===== src/sv/nta_pkg.sv =====
// ============================================================================
// nta_pkg: shared definitions for the neighbor table
// Operation and status codes, field widths, reset values and the result
// record that the sequencer hands to the output stage.
// ============================================================================
package nta_pkg;

    // Field widths of the stream items
    localparam int OP_W        = 2;
    localparam int ID_W        = 8;
    localparam int TIME_W      = 32;
    localparam int STATUS_W    = 3;
    localparam int CNT_FIELD_W = 7;

    // Byte-aligned widths of the stream data buses
    localparam int IN_DATA_W  = 48;
    localparam int OUT_DATA_W = 24;

    // Configuration port
    localparam int CFG_IDX_W  = 1;
    localparam int CFG_DATA_W = 32;

    // Defaults
    localparam int                 TABLE_DEPTH_DEF = 16;
    localparam logic [TIME_W-1:0]  AGE_LIMIT_RESET = 32'd30000;
    localparam logic [ID_W-1:0]    OWN_ID_RESET    = 8'd0;

    // Register indexes
    localparam logic [CFG_IDX_W-1:0] CFG_OWN_ID    = 1'd0;
    localparam logic [CFG_IDX_W-1:0] CFG_AGE_LIMIT = 1'd1;

    // Operation codes
    localparam logic [OP_W-1:0] OP_TOUCH = 2'd0;
    localparam logic [OP_W-1:0] OP_ADD   = 2'd1;
    localparam logic [OP_W-1:0] OP_QUERY = 2'd2;
    localparam logic [OP_W-1:0] OP_PRUNE = 2'd3;

    // Status codes
    localparam logic [STATUS_W-1:0] ST_REFRESHED = 3'd0;
    localparam logic [STATUS_W-1:0] ST_APPENDED  = 3'd1;
    localparam logic [STATUS_W-1:0] ST_FULL      = 3'd2;
    localparam logic [STATUS_W-1:0] ST_OWN       = 3'd3;
    localparam logic [STATUS_W-1:0] ST_PRESENT   = 3'd4;

    // One result item; status sits in the lowest bits when packed
    typedef struct packed {
        logic [CNT_FIELD_W-1:0] entry_count;
        logic [CNT_FIELD_W-1:0] removed_count;
        logic                   found;
        logic [STATUS_W-1:0]    status;
    } nta_result_t;

endpackage


===== src/sv/nta_store.sv =====
// ============================================================================
// nta_store: neighbor entry memory
// Holds the id and the last-seen time of each entry. One write port and one
// read port with registered read data.
// ============================================================================
module nta_store #(
    parameter int DEPTH = nta_pkg::TABLE_DEPTH_DEF,
    parameter int IDX_W = 4
) (
    input  logic                      clk,
    input  logic                      rd_en,
    input  logic [IDX_W-1:0]          rd_addr,
    output logic [nta_pkg::ID_W-1:0]  rd_id,
    output logic [nta_pkg::TIME_W-1:0] rd_seen,
    input  logic                      wr_en,
    input  logic [IDX_W-1:0]          wr_addr,
    input  logic [nta_pkg::ID_W-1:0]  wr_id,
    input  logic [nta_pkg::TIME_W-1:0] wr_seen
);
    import nta_pkg::*;

    logic [ID_W-1:0]   id_mem   [DEPTH];
    logic [TIME_W-1:0] seen_mem [DEPTH];
    logic [ID_W-1:0]   rd_id_reg;
    logic [TIME_W-1:0] rd_seen_reg;

    // Write port
    always_ff @(posedge clk)
    begin
        if (wr_en)
        begin
            id_mem[wr_addr]   <= wr_id;
            seen_mem[wr_addr] <= wr_seen;
        end
    end

    // Registered read port
    always_ff @(posedge clk)
    begin
        if (rd_en)
        begin
            rd_id_reg   <= id_mem[rd_addr];
            rd_seen_reg <= seen_mem[rd_addr];
        end
    end

    assign rd_id   = rd_id_reg;
    assign rd_seen = rd_seen_reg;

endmodule


===== src/sv/nta_ctrl.sv =====
// ============================================================================
// nta_ctrl: operation sequencer
// Walks the entry memory one entry per cycle with a shared id compare and
// age subtract-compare unit, refreshes, appends or compacts entries, and
// keeps the entry count.
// ============================================================================
module nta_ctrl #(
    parameter int DEPTH = nta_pkg::TABLE_DEPTH_DEF,
    parameter int IDX_W = 4,
    parameter int CNT_W = 5
) (
    input  logic                        clk,
    input  logic                        rst_n,
    // Operation intake
    input  logic                        item_valid,
    output logic                        item_ready,
    input  logic [nta_pkg::OP_W-1:0]    op,
    input  logic [nta_pkg::ID_W-1:0]    nbr_id,
    input  logic [nta_pkg::TIME_W-1:0]  now_ms,
    // Configuration
    input  logic [nta_pkg::ID_W-1:0]    own_id,
    input  logic [nta_pkg::TIME_W-1:0]  age_limit,
    // Result handoff
    output logic                        res_valid,
    input  logic                        res_ready,
    output nta_pkg::nta_result_t        res,
    // Memory ports
    output logic                        rd_en,
    output logic [IDX_W-1:0]            rd_addr,
    input  logic [nta_pkg::ID_W-1:0]    rd_id,
    input  logic [nta_pkg::TIME_W-1:0]  rd_seen,
    output logic                        wr_en,
    output logic [IDX_W-1:0]            wr_addr,
    output logic [nta_pkg::ID_W-1:0]    wr_id,
    output logic [nta_pkg::TIME_W-1:0]  wr_seen
);
    import nta_pkg::*;

    localparam logic [CNT_W-1:0] DEPTH_C = CNT_W'(DEPTH);
    localparam logic [CNT_W-1:0] ONE_C   = CNT_W'(1);

    typedef enum logic [2:0] {
        S_IDLE = 3'b001,
        S_SCAN = 3'b010,
        S_DONE = 3'b100
    } state_t;

    state_t              state_reg, state_next;
    logic [OP_W-1:0]     op_reg, op_next;
    logic [ID_W-1:0]     id_reg, id_next;
    logic [TIME_W-1:0]   now_reg, now_next;
    logic [CNT_W-1:0]    rd_idx_reg, rd_idx_next;
    logic                pend_reg, pend_next;
    logic [IDX_W-1:0]    pend_idx_reg, pend_idx_next;
    logic [CNT_W-1:0]    keep_reg, keep_next;
    logic [CNT_W-1:0]    removed_reg, removed_next;
    logic [CNT_W-1:0]    count_reg, count_next;
    logic [STATUS_W-1:0] status_reg, status_next;
    logic                found_reg, found_next;

    logic                issue;
    logic                id_hit;
    logic [TIME_W-1:0]   age;
    logic                expired;

    // Shared compare unit: id match and wrapping age against the limit
    assign issue   = (rd_idx_reg < count_reg);
    assign id_hit  = (rd_id == id_reg);
    assign age     = now_reg - rd_seen;
    assign expired = (age > age_limit);

    // Sequencer
    always_comb
    begin
        state_next    = state_reg;
        op_next       = op_reg;
        id_next       = id_reg;
        now_next      = now_reg;
        rd_idx_next   = rd_idx_reg;
        pend_next     = pend_reg;
        pend_idx_next = pend_idx_reg;
        keep_next     = keep_reg;
        removed_next  = removed_reg;
        count_next    = count_reg;
        status_next   = status_reg;
        found_next    = found_reg;
        item_ready    = (state_reg == S_IDLE);
        res_valid     = (state_reg == S_DONE);
        rd_en         = 1'b0;
        rd_addr       = rd_idx_reg[IDX_W-1:0];
        wr_en         = 1'b0;
        wr_addr       = pend_idx_reg;
        wr_id         = id_reg;
        wr_seen       = now_reg;

        unique case (state_reg)
            S_IDLE:
            begin
                if (item_valid)
                begin
                    op_next      = op;
                    id_next      = nbr_id;
                    now_next     = now_ms;
                    rd_idx_next  = '0;
                    pend_next    = 1'b0;
                    keep_next    = '0;
                    removed_next = '0;
                    status_next  = ST_REFRESHED;
                    found_next   = 1'b0;
                    if (op == OP_TOUCH && nbr_id == own_id)
                    begin
                        status_next = ST_OWN;
                        state_next  = S_DONE;
                    end
                    else if (op == OP_ADD && count_reg == DEPTH_C)
                    begin
                        // A full table drops an add before any duplicate check.
                        status_next = ST_FULL;
                        state_next  = S_DONE;
                    end
                    else
                    begin
                        state_next = S_SCAN;
                    end
                end
            end

            S_SCAN:
            begin
                // Issue the next read while the previous entry is compared.
                rd_en         = issue;
                pend_next     = issue;
                pend_idx_next = rd_idx_reg[IDX_W-1:0];
                if (issue)
                begin
                    rd_idx_next = rd_idx_reg + ONE_C;
                end

                if (pend_reg)
                begin
                    if (op_reg == OP_PRUNE)
                    begin
                        // Keep live entries, packed down to the keep pointer.
                        if (expired)
                        begin
                            removed_next = removed_reg + ONE_C;
                        end
                        else
                        begin
                            wr_en     = 1'b1;
                            wr_addr   = keep_reg[IDX_W-1:0];
                            wr_id     = rd_id;
                            wr_seen   = rd_seen;
                            keep_next = keep_reg + ONE_C;
                        end
                    end
                    else if (id_hit)
                    begin
                        pend_next  = 1'b0;
                        state_next = S_DONE;
                        unique case (op_reg)
                            OP_TOUCH:
                            begin
                                wr_en       = 1'b1;
                                status_next = ST_REFRESHED;
                            end
                            OP_ADD:
                            begin
                                status_next = ST_PRESENT;
                            end
                            OP_QUERY:
                            begin
                                found_next = 1'b1;
                            end
                            OP_PRUNE:
                            begin
                                found_next = 1'b0;
                            end
                        endcase
                    end
                end
                else if (!issue)
                begin
                    // Scan finished without an early exit.
                    state_next = S_DONE;
                    if (op_reg == OP_PRUNE)
                    begin
                        count_next = keep_reg;
                    end
                    else if (op_reg == OP_QUERY)
                    begin
                        found_next = 1'b0;
                    end
                    else if (count_reg < DEPTH_C)
                    begin
                        wr_en       = 1'b1;
                        wr_addr     = count_reg[IDX_W-1:0];
                        count_next  = count_reg + ONE_C;
                        status_next = ST_APPENDED;
                    end
                    else
                    begin
                        status_next = ST_FULL;
                    end
                end
            end

            S_DONE:
            begin
                if (res_ready)
                begin
                    state_next = S_IDLE;
                end
            end

            default:
            begin
                state_next = S_IDLE;
            end
        endcase
    end

    // Control state
    always_ff @(posedge clk or negedge rst_n)
    begin
        if (!rst_n)
        begin
            state_reg  <= S_IDLE;
            pend_reg   <= 1'b0;
            count_reg  <= '0;
        end
        else
        begin
            state_reg  <= state_next;
            pend_reg   <= pend_next;
            count_reg  <= count_next;
        end
    end

    // Working registers
    always_ff @(posedge clk)
    begin
        op_reg       <= op_next;
        id_reg       <= id_next;
        now_reg      <= now_next;
        rd_idx_reg   <= rd_idx_next;
        pend_idx_reg <= pend_idx_next;
        keep_reg     <= keep_next;
        removed_reg  <= removed_next;
        status_reg   <= status_next;
        found_reg    <= found_next;
    end

    // Result record
    always_comb
    begin
        res.status        = status_reg;
        res.found         = found_reg;
        res.removed_count = CNT_FIELD_W'(removed_reg);
        res.entry_count   = CNT_FIELD_W'(count_reg);
    end

endmodule


===== src/sv/neighbor_table_with_aging.sv =====
// ============================================================================
// neighbor_table_with_aging: neighbor table with timeout aging
// Keeps one node's bounded, ordered list of neighbor ids with last-seen times
// and serves touch, add, query and prune operations.
// ============================================================================
// Usage:
//   The slave stream carries one operation per transfer: opcode, neighbor
//   id and the current time in ms. The master stream returns exactly one
//   result per operation: status, found flag, removed count and entry count.
//   own_id and age_limit_ms use the cfg_we/cfg_index/cfg_wdata port; the user
//   writes them only while no operation is in flight, unchecked by the block.
//   Scan: an operation walks the valid entries one per cycle through the
//   single memory read port before its result is handed to the output
//   register. A touch that hits its own id or an add on a full table
//   skips the scan; a hit during a scan ends it early.
//   Throughput: one operation at a time; the next one is taken as soon as
//   its predecessor's result has moved into the output register.
//   Reset empties the table and restores own_id to 0 and the age limit to
//   30000 ms. When the receiver stalls, the result waits in the output
//   register and one further operation may complete behind it.
// ============================================================================
module neighbor_table_with_aging #(
    parameter int TABLE_DEPTH = nta_pkg::TABLE_DEPTH_DEF
) (
    input  logic                              clk,
    input  logic                              rst_n,
    // Operation stream
    input  logic                              s_axis_tvalid,
    output logic                              s_axis_tready,
    // opcode[1:0], nbr_id[9:2], now_ms[41:10], zero pad[47:42]
    input  logic [nta_pkg::IN_DATA_W-1:0]     s_axis_tdata,
    // Result stream
    output logic                              m_axis_tvalid,
    input  logic                              m_axis_tready,
    // status[2:0], found[3], removed_count[10:4], entry_count[17:11],
    // zero pad[23:18]
    output logic [nta_pkg::OUT_DATA_W-1:0]    m_axis_tdata,
    // Configuration write port
    input  logic                              cfg_we,
    input  logic [nta_pkg::CFG_IDX_W-1:0]     cfg_index,
    input  logic [nta_pkg::CFG_DATA_W-1:0]    cfg_wdata
);
    import nta_pkg::*;

    localparam int IDX_W = (TABLE_DEPTH > 1) ? $clog2(TABLE_DEPTH) : 1;
    localparam int CNT_W = $clog2(TABLE_DEPTH + 1);

    logic [ID_W-1:0]   own_id_reg;
    logic [TIME_W-1:0] age_limit_reg;
    logic              out_valid_reg;
    nta_result_t       out_data_reg;

    logic              res_valid;
    logic              res_ready;
    nta_result_t       res;

    logic              rd_en;
    logic [IDX_W-1:0]  rd_addr;
    logic [ID_W-1:0]   rd_id;
    logic [TIME_W-1:0] rd_seen;
    logic              wr_en;
    logic [IDX_W-1:0]  wr_addr;
    logic [ID_W-1:0]   wr_id;
    logic [TIME_W-1:0] wr_seen;

    // Configuration registers
    always_ff @(posedge clk or negedge rst_n)
    begin
        if (!rst_n)
        begin
            own_id_reg    <= OWN_ID_RESET;
            age_limit_reg <= AGE_LIMIT_RESET;
        end
        else if (cfg_we)
        begin
            unique case (cfg_index)
                CFG_OWN_ID:    own_id_reg    <= cfg_wdata[ID_W-1:0];
                CFG_AGE_LIMIT: age_limit_reg <= cfg_wdata[TIME_W-1:0];
            endcase
        end
    end

    // Sequencer with the shared compare unit
    nta_ctrl #(
        .DEPTH (TABLE_DEPTH),
        .IDX_W (IDX_W),
        .CNT_W (CNT_W)
    ) u_ctrl (
        .clk        (clk),
        .rst_n      (rst_n),
        .item_valid (s_axis_tvalid),
        .item_ready (s_axis_tready),
        .op         (s_axis_tdata[OP_W-1:0]),
        .nbr_id     (s_axis_tdata[OP_W+ID_W-1:OP_W]),
        .now_ms     (s_axis_tdata[OP_W+ID_W+TIME_W-1:OP_W+ID_W]),
        .own_id     (own_id_reg),
        .age_limit  (age_limit_reg),
        .res_valid  (res_valid),
        .res_ready  (res_ready),
        .res        (res),
        .rd_en      (rd_en),
        .rd_addr    (rd_addr),
        .rd_id      (rd_id),
        .rd_seen    (rd_seen),
        .wr_en      (wr_en),
        .wr_addr    (wr_addr),
        .wr_id      (wr_id),
        .wr_seen    (wr_seen)
    );

    // Entry memory
    nta_store #(
        .DEPTH (TABLE_DEPTH),
        .IDX_W (IDX_W)
    ) u_store (
        .clk     (clk),
        .rd_en   (rd_en),
        .rd_addr (rd_addr),
        .rd_id   (rd_id),
        .rd_seen (rd_seen),
        .wr_en   (wr_en),
        .wr_addr (wr_addr),
        .wr_id   (wr_id),
        .wr_seen (wr_seen)
    );

    // Output register: loads when empty or when its transfer completes
    assign res_ready = !out_valid_reg || m_axis_tready;

    always_ff @(posedge clk or negedge rst_n)
    begin
        if (!rst_n)
        begin
            out_valid_reg <= 1'b0;
        end
        else if (res_ready)
        begin
            out_valid_reg <= res_valid;
        end
    end

    always_ff @(posedge clk)
    begin
        if (res_ready && res_valid)
        begin
            out_data_reg <= res;
        end
    end

    assign m_axis_tvalid = out_valid_reg;
    assign m_axis_tdata  = OUT_DATA_W'(out_data_reg);

endmodule


===== config.mk =====
export PLATFORM = sky130hd
export DESIGN_NAME = neighbor_table_with_aging
export DESIGN_NICKNAME = d
export VERILOG_FILES = /design/src/sv/nta_pkg.sv /design/src/sv/nta_store.sv /design/src/sv/nta_ctrl.sv /design/src/sv/neighbor_table_with_aging.sv
export SDC_FILE = /design/constraint.sdc
export NUM_CORES = 1
export LEC_CHECK = 0
export BUFFER_PORTS_ARGS = -buffer_cell sky130_fd_sc_hd__clkbuf_2
export CAP_MARGIN = 15
export CORE_MARGIN = 3
export CORE_UTILIZATION = 58
export DETAILED_ROUTE_END_ITERATION = 8
export PLACE_DENSITY = 0.86
export SLEW_MARGIN = 10
export SYNTH_ARGS = -nofsm -noshare
export SYNTH_HDL_FRONTEND = slang
export SYNTH_HIERARCHICAL = 1
export SYNTH_SLANG_ARGS = --single-unit

===== constraint.sdc =====
create_clock -name clk -period 10.7 [get_ports clk]
set_clock_uncertainty 0.05 [all_clocks]
set_input_delay 1.07 -clock clk [delete_from_list [all_inputs] [get_ports clk]]
set_output_delay 1.07 -clock clk [all_outputs]
set_load 0.03 [all_outputs]

==> metrics.md <==
| Metric | Value |
|---|---|
| Via/cell ratio | `between 6 and 7` |
| Total CTS buffers | `79` |
| Setup violators final | `0` |
| Top cells by area, synth | `edfxtp_1 67%, mux4_2 6.6%, mux4_1 4.6%, dfrtp_1 3.1%, ha_1 2.6%` |
| Critical path startpoint category | `register` |
| Antenna diodes | `0` |
| # H-tree levels | `3` |
| Dominant cell type by area after synthesis | `edfxtp_1` |
| Initial Util | `59.0%` |
| Cts hold-fix bufs | `0` |
| Fraction of layout cells with a size suffix above 1 | `21.2%` |
| YS warnings | `6` |
| Post-Route Setup TNS | `0 ns` |
| Gpl congestion | `0.942` |
| Post-Syn Area | `between 30,000 and 40,000 sq um` |
| Cts repair resizes | `0` |
| Post-DP HPWL | `about 44,000 microns` |
| RSZ-0062 raised after global routing | `false` |
| Row cnt | `88` |
| Vias | `between 15,000 and 20,000` |
| Min Tclk post-route | `~9.1 ns` |
| Pre-CTS setup slack | `around 2.1 ns` |
| Max Transition Viols Final | `0` |
| Vias in the first global route | `around 19,000` |
| Netlist cell types | `just over 70` |
| Kind of end point of the critical path | `register` |
| Post-Route WL | `82,200 microns` |
| Layout Cells excl Fill | `2,810` |
| Final worst setup slack | `roughly 1.6 ns` |
| Maximum VDD drop | `183 uV` |
| Initial antenna violation count | `1` |
| Drt wl/cell | `~29 microns` |
| Antenna Nets Post-Route | `0` |
| CP delay by family, top | `compound AO/OA/AOI/OAI gates` |
| Final nets | `approximately 2,100` |
| 1st-iter DRT viols | `approximately 2,600` |
| Die Footprint | `approximately 62,000 sq um` |
| Final hold vios | `0` |
| Critical path class | `reg -> reg` |
| Largest net degree at the start of global routing | `roughly 120` |
| Post-synth ARST share | `~6%` |
| CP most frequent cell | `a21oi_1` |
| CTS tree | `yes` |
| Global-route wire length before repair | `approximately 120,000 microns` |
| Total global routing overflow | `0` |
| Top Registers | `u_store/seen_mem (512), u_store/id_mem (128)` |
| Crit-path slowest cell | `o211ai_1` |
| Reg with most FFs | `u_store/seen_mem` |
| Max cap viols | `0` |
| F_max | `roughly 0.11 GHz` |
| Worst-skew pair later-pin latency | `a little over 0.6 ns` |
| Arrival time worst endpoint | `slightly above 9 ns` |
| GR Util All Layers | `between 20% and 30%` |
| Postcts setup bufs | `0` |
| Worst Max-Slew Pin Slew | `around 1.2 ns` |
| IO Port Bufs | `a little under 100` |
| Chip Width | `between 200 and 250 microns` |
| Cells after Synth | `1,844` |
| Buffers & Inverters on Critical Path | `3` |
| CTS sink cnt | `~800` |
| Worst min path class | `reg -> reg` |
| P_leak | `about 13 nW` |
| Max FFs per register | `512` |
| Sequential share of the synthesized area | `a little over two thirds` |
| Pwr Density | `approximately 240 nW/um^2` |
| CP Cell Sequence | `inv_1, ha_1, inv_1, fa_1, a21oi_1, o211ai_1, a41oi_1, a21oi_1, o41ai_2, o21bai_1, a21oi_1, xnor2_1, ha_1, and3_1, nand3_1, nor4_1, nand2_1, and2_1, a31oi_1, nand2_2, o211ai_1, nand2b_1, nor2_4, buf_4` |
| Main synth FF type | `edfxtp_1` |
| Status | `finished, final reports clean` |
| Worst-path clk slew | `around 0.06 ns` |
| Mean Syn Cell Area | `around 19 sq um` |
| Root Buffer | `clkbuf_16` |
| Area of the core | `approximately 58,000 sq um` |
| Max transition margin | `between 20% and 30%` |
| DRC Markers | `0` |
| Final period util | `between 80 and 90%` |
| Most frequent cell after synthesis | `edfxtp_1` |
| Post-synth EDFFs | `between 700 and 800` |
| Clk buf depth | `3` |
| Drt first pass iters | `6` |
| Height of the die | `about 250 microns` |
| Yosys reg bits | `slightly above 800` |
| Cell Count Post-Placement | `around 2,700` |
| Post-synth top area share | `66.9%` |
| Post-synth top cells | `763 x edfxtp_1, 100 x mux4_2, 85 x inv_1` |
| CP required | `roughly 11 ns` |
| Syn-to-layout area delta | `11.5%` |
| Max incr delay on CP | `0.85 ns` |
| IO Pins | `between 100 and 150` |
| Crit-path max FO | `27` |
==> cell type report <==
cell class	count	area (sq um)
fill	3443	19800
tap	765	957
clock inverter	30	380
sequential	813	24200
multi-input combinational	866	9310
inverter	86	323
clock buffer	117	2270
timing repair buffer	133	763
==> through the flow <==
step           instance area [sq um]  hold WS (ns)  power (mW)  utilization [%]
2_1_floorplan                  34300         0.350        5.70                -
3_3_place_gp                   35500         0.356        6.15             61.2
3_5_place_dp                   35500         0.359        6.28             61.2
4_1_cts                        38200         0.374        9.16             65.8
5_1_grt                        38200         0.386        9.49             65.8
6_report                       38200         0.374        9.17             65.8
==> per-layer routing <==
| layer | vias up | part of all wire [%] | track usage, % |
|---|---|---|---|
| li1 | 7691 | - | - |
| met1 | 9534 | 36 | 35.5 |
| met5 | - | 0.016 | 0 |
| met3 | 317 | 11 | 5.17 |
| met2 | 1477 | 48 | 42.1 |
| met4 | 2 | 4.8 | 12.3 |
==> final timing paths <==
kind,start,endpoint,slack (ns),depth (start not counted)
hold reg to reg,u_ctrl/status_reg[0],m_axis_tdata[0],0.37,0
setup / recovery,u_ctrl/now_reg[0],u_store/seen_mem[1][14],1.62,24
hold / removal,u_ctrl/status_reg[0],m_axis_tdata[0],0.37,0
min in group asynchronous,rst_n,u_ctrl/count_reg[3],0.59,2
max in group asynchronous,rst_n,age_limit_reg[20],9.41,2
setup reg to reg,u_ctrl/now_reg[0],u_store/seen_mem[1][14],1.62,24
==> layout by cell type, fill, tap and decap left out, types with 10 or more instances in the layout <==
master,Yosys,layout
a21o_1,20,20
a21oi_1,51,51
a22oi_1,80,80
and2_1,13,11
buf_4,16,33
clkbuf_1,36,25
clkbuf_16,0,81
clkbuf_2,0,99
clkbuf_8,0,11
clkinv_2,0,11
conb_1,2,10
dfrtp_1,42,42
edfxtp_1,763,763
ha_1,72,72
inv_1,85,85
mux2_1,41,41
mux2_4,38,38
mux4_1,60,60
mux4_2,100,100
nand2_1,67,66
nand2b_1,11,11
nand3_1,24,24
nand4_1,10,10
nor2_1,62,48
nor2_4,0,14
nor2b_1,15,13
nor3_1,15,11
o21ai_0,27,27
xnor2_1,37,37
xor2_1,13,13
==> report_power, final <==
group	internal [mW]	total, mW	switching [mW]	leakage [nW]
Combinational	0.918	2.33	1.41	4.61
Sequential	3.86	4.01	0.153	7.48
Clock	1.67	2.84	1.16	1.29
==> logic make-up after synthesis <==
logic type,synth area share [%]
and+or+nand+nor,3.57
adders and majority gates,2.69
other,0.0219
AOI/OAI and AO/OA,4.72
xor gates and xnor gates,1.28
muxes,14.4
buffers and inverters,2.74
DFF,70.6
(Power assumes the default switching activity.)
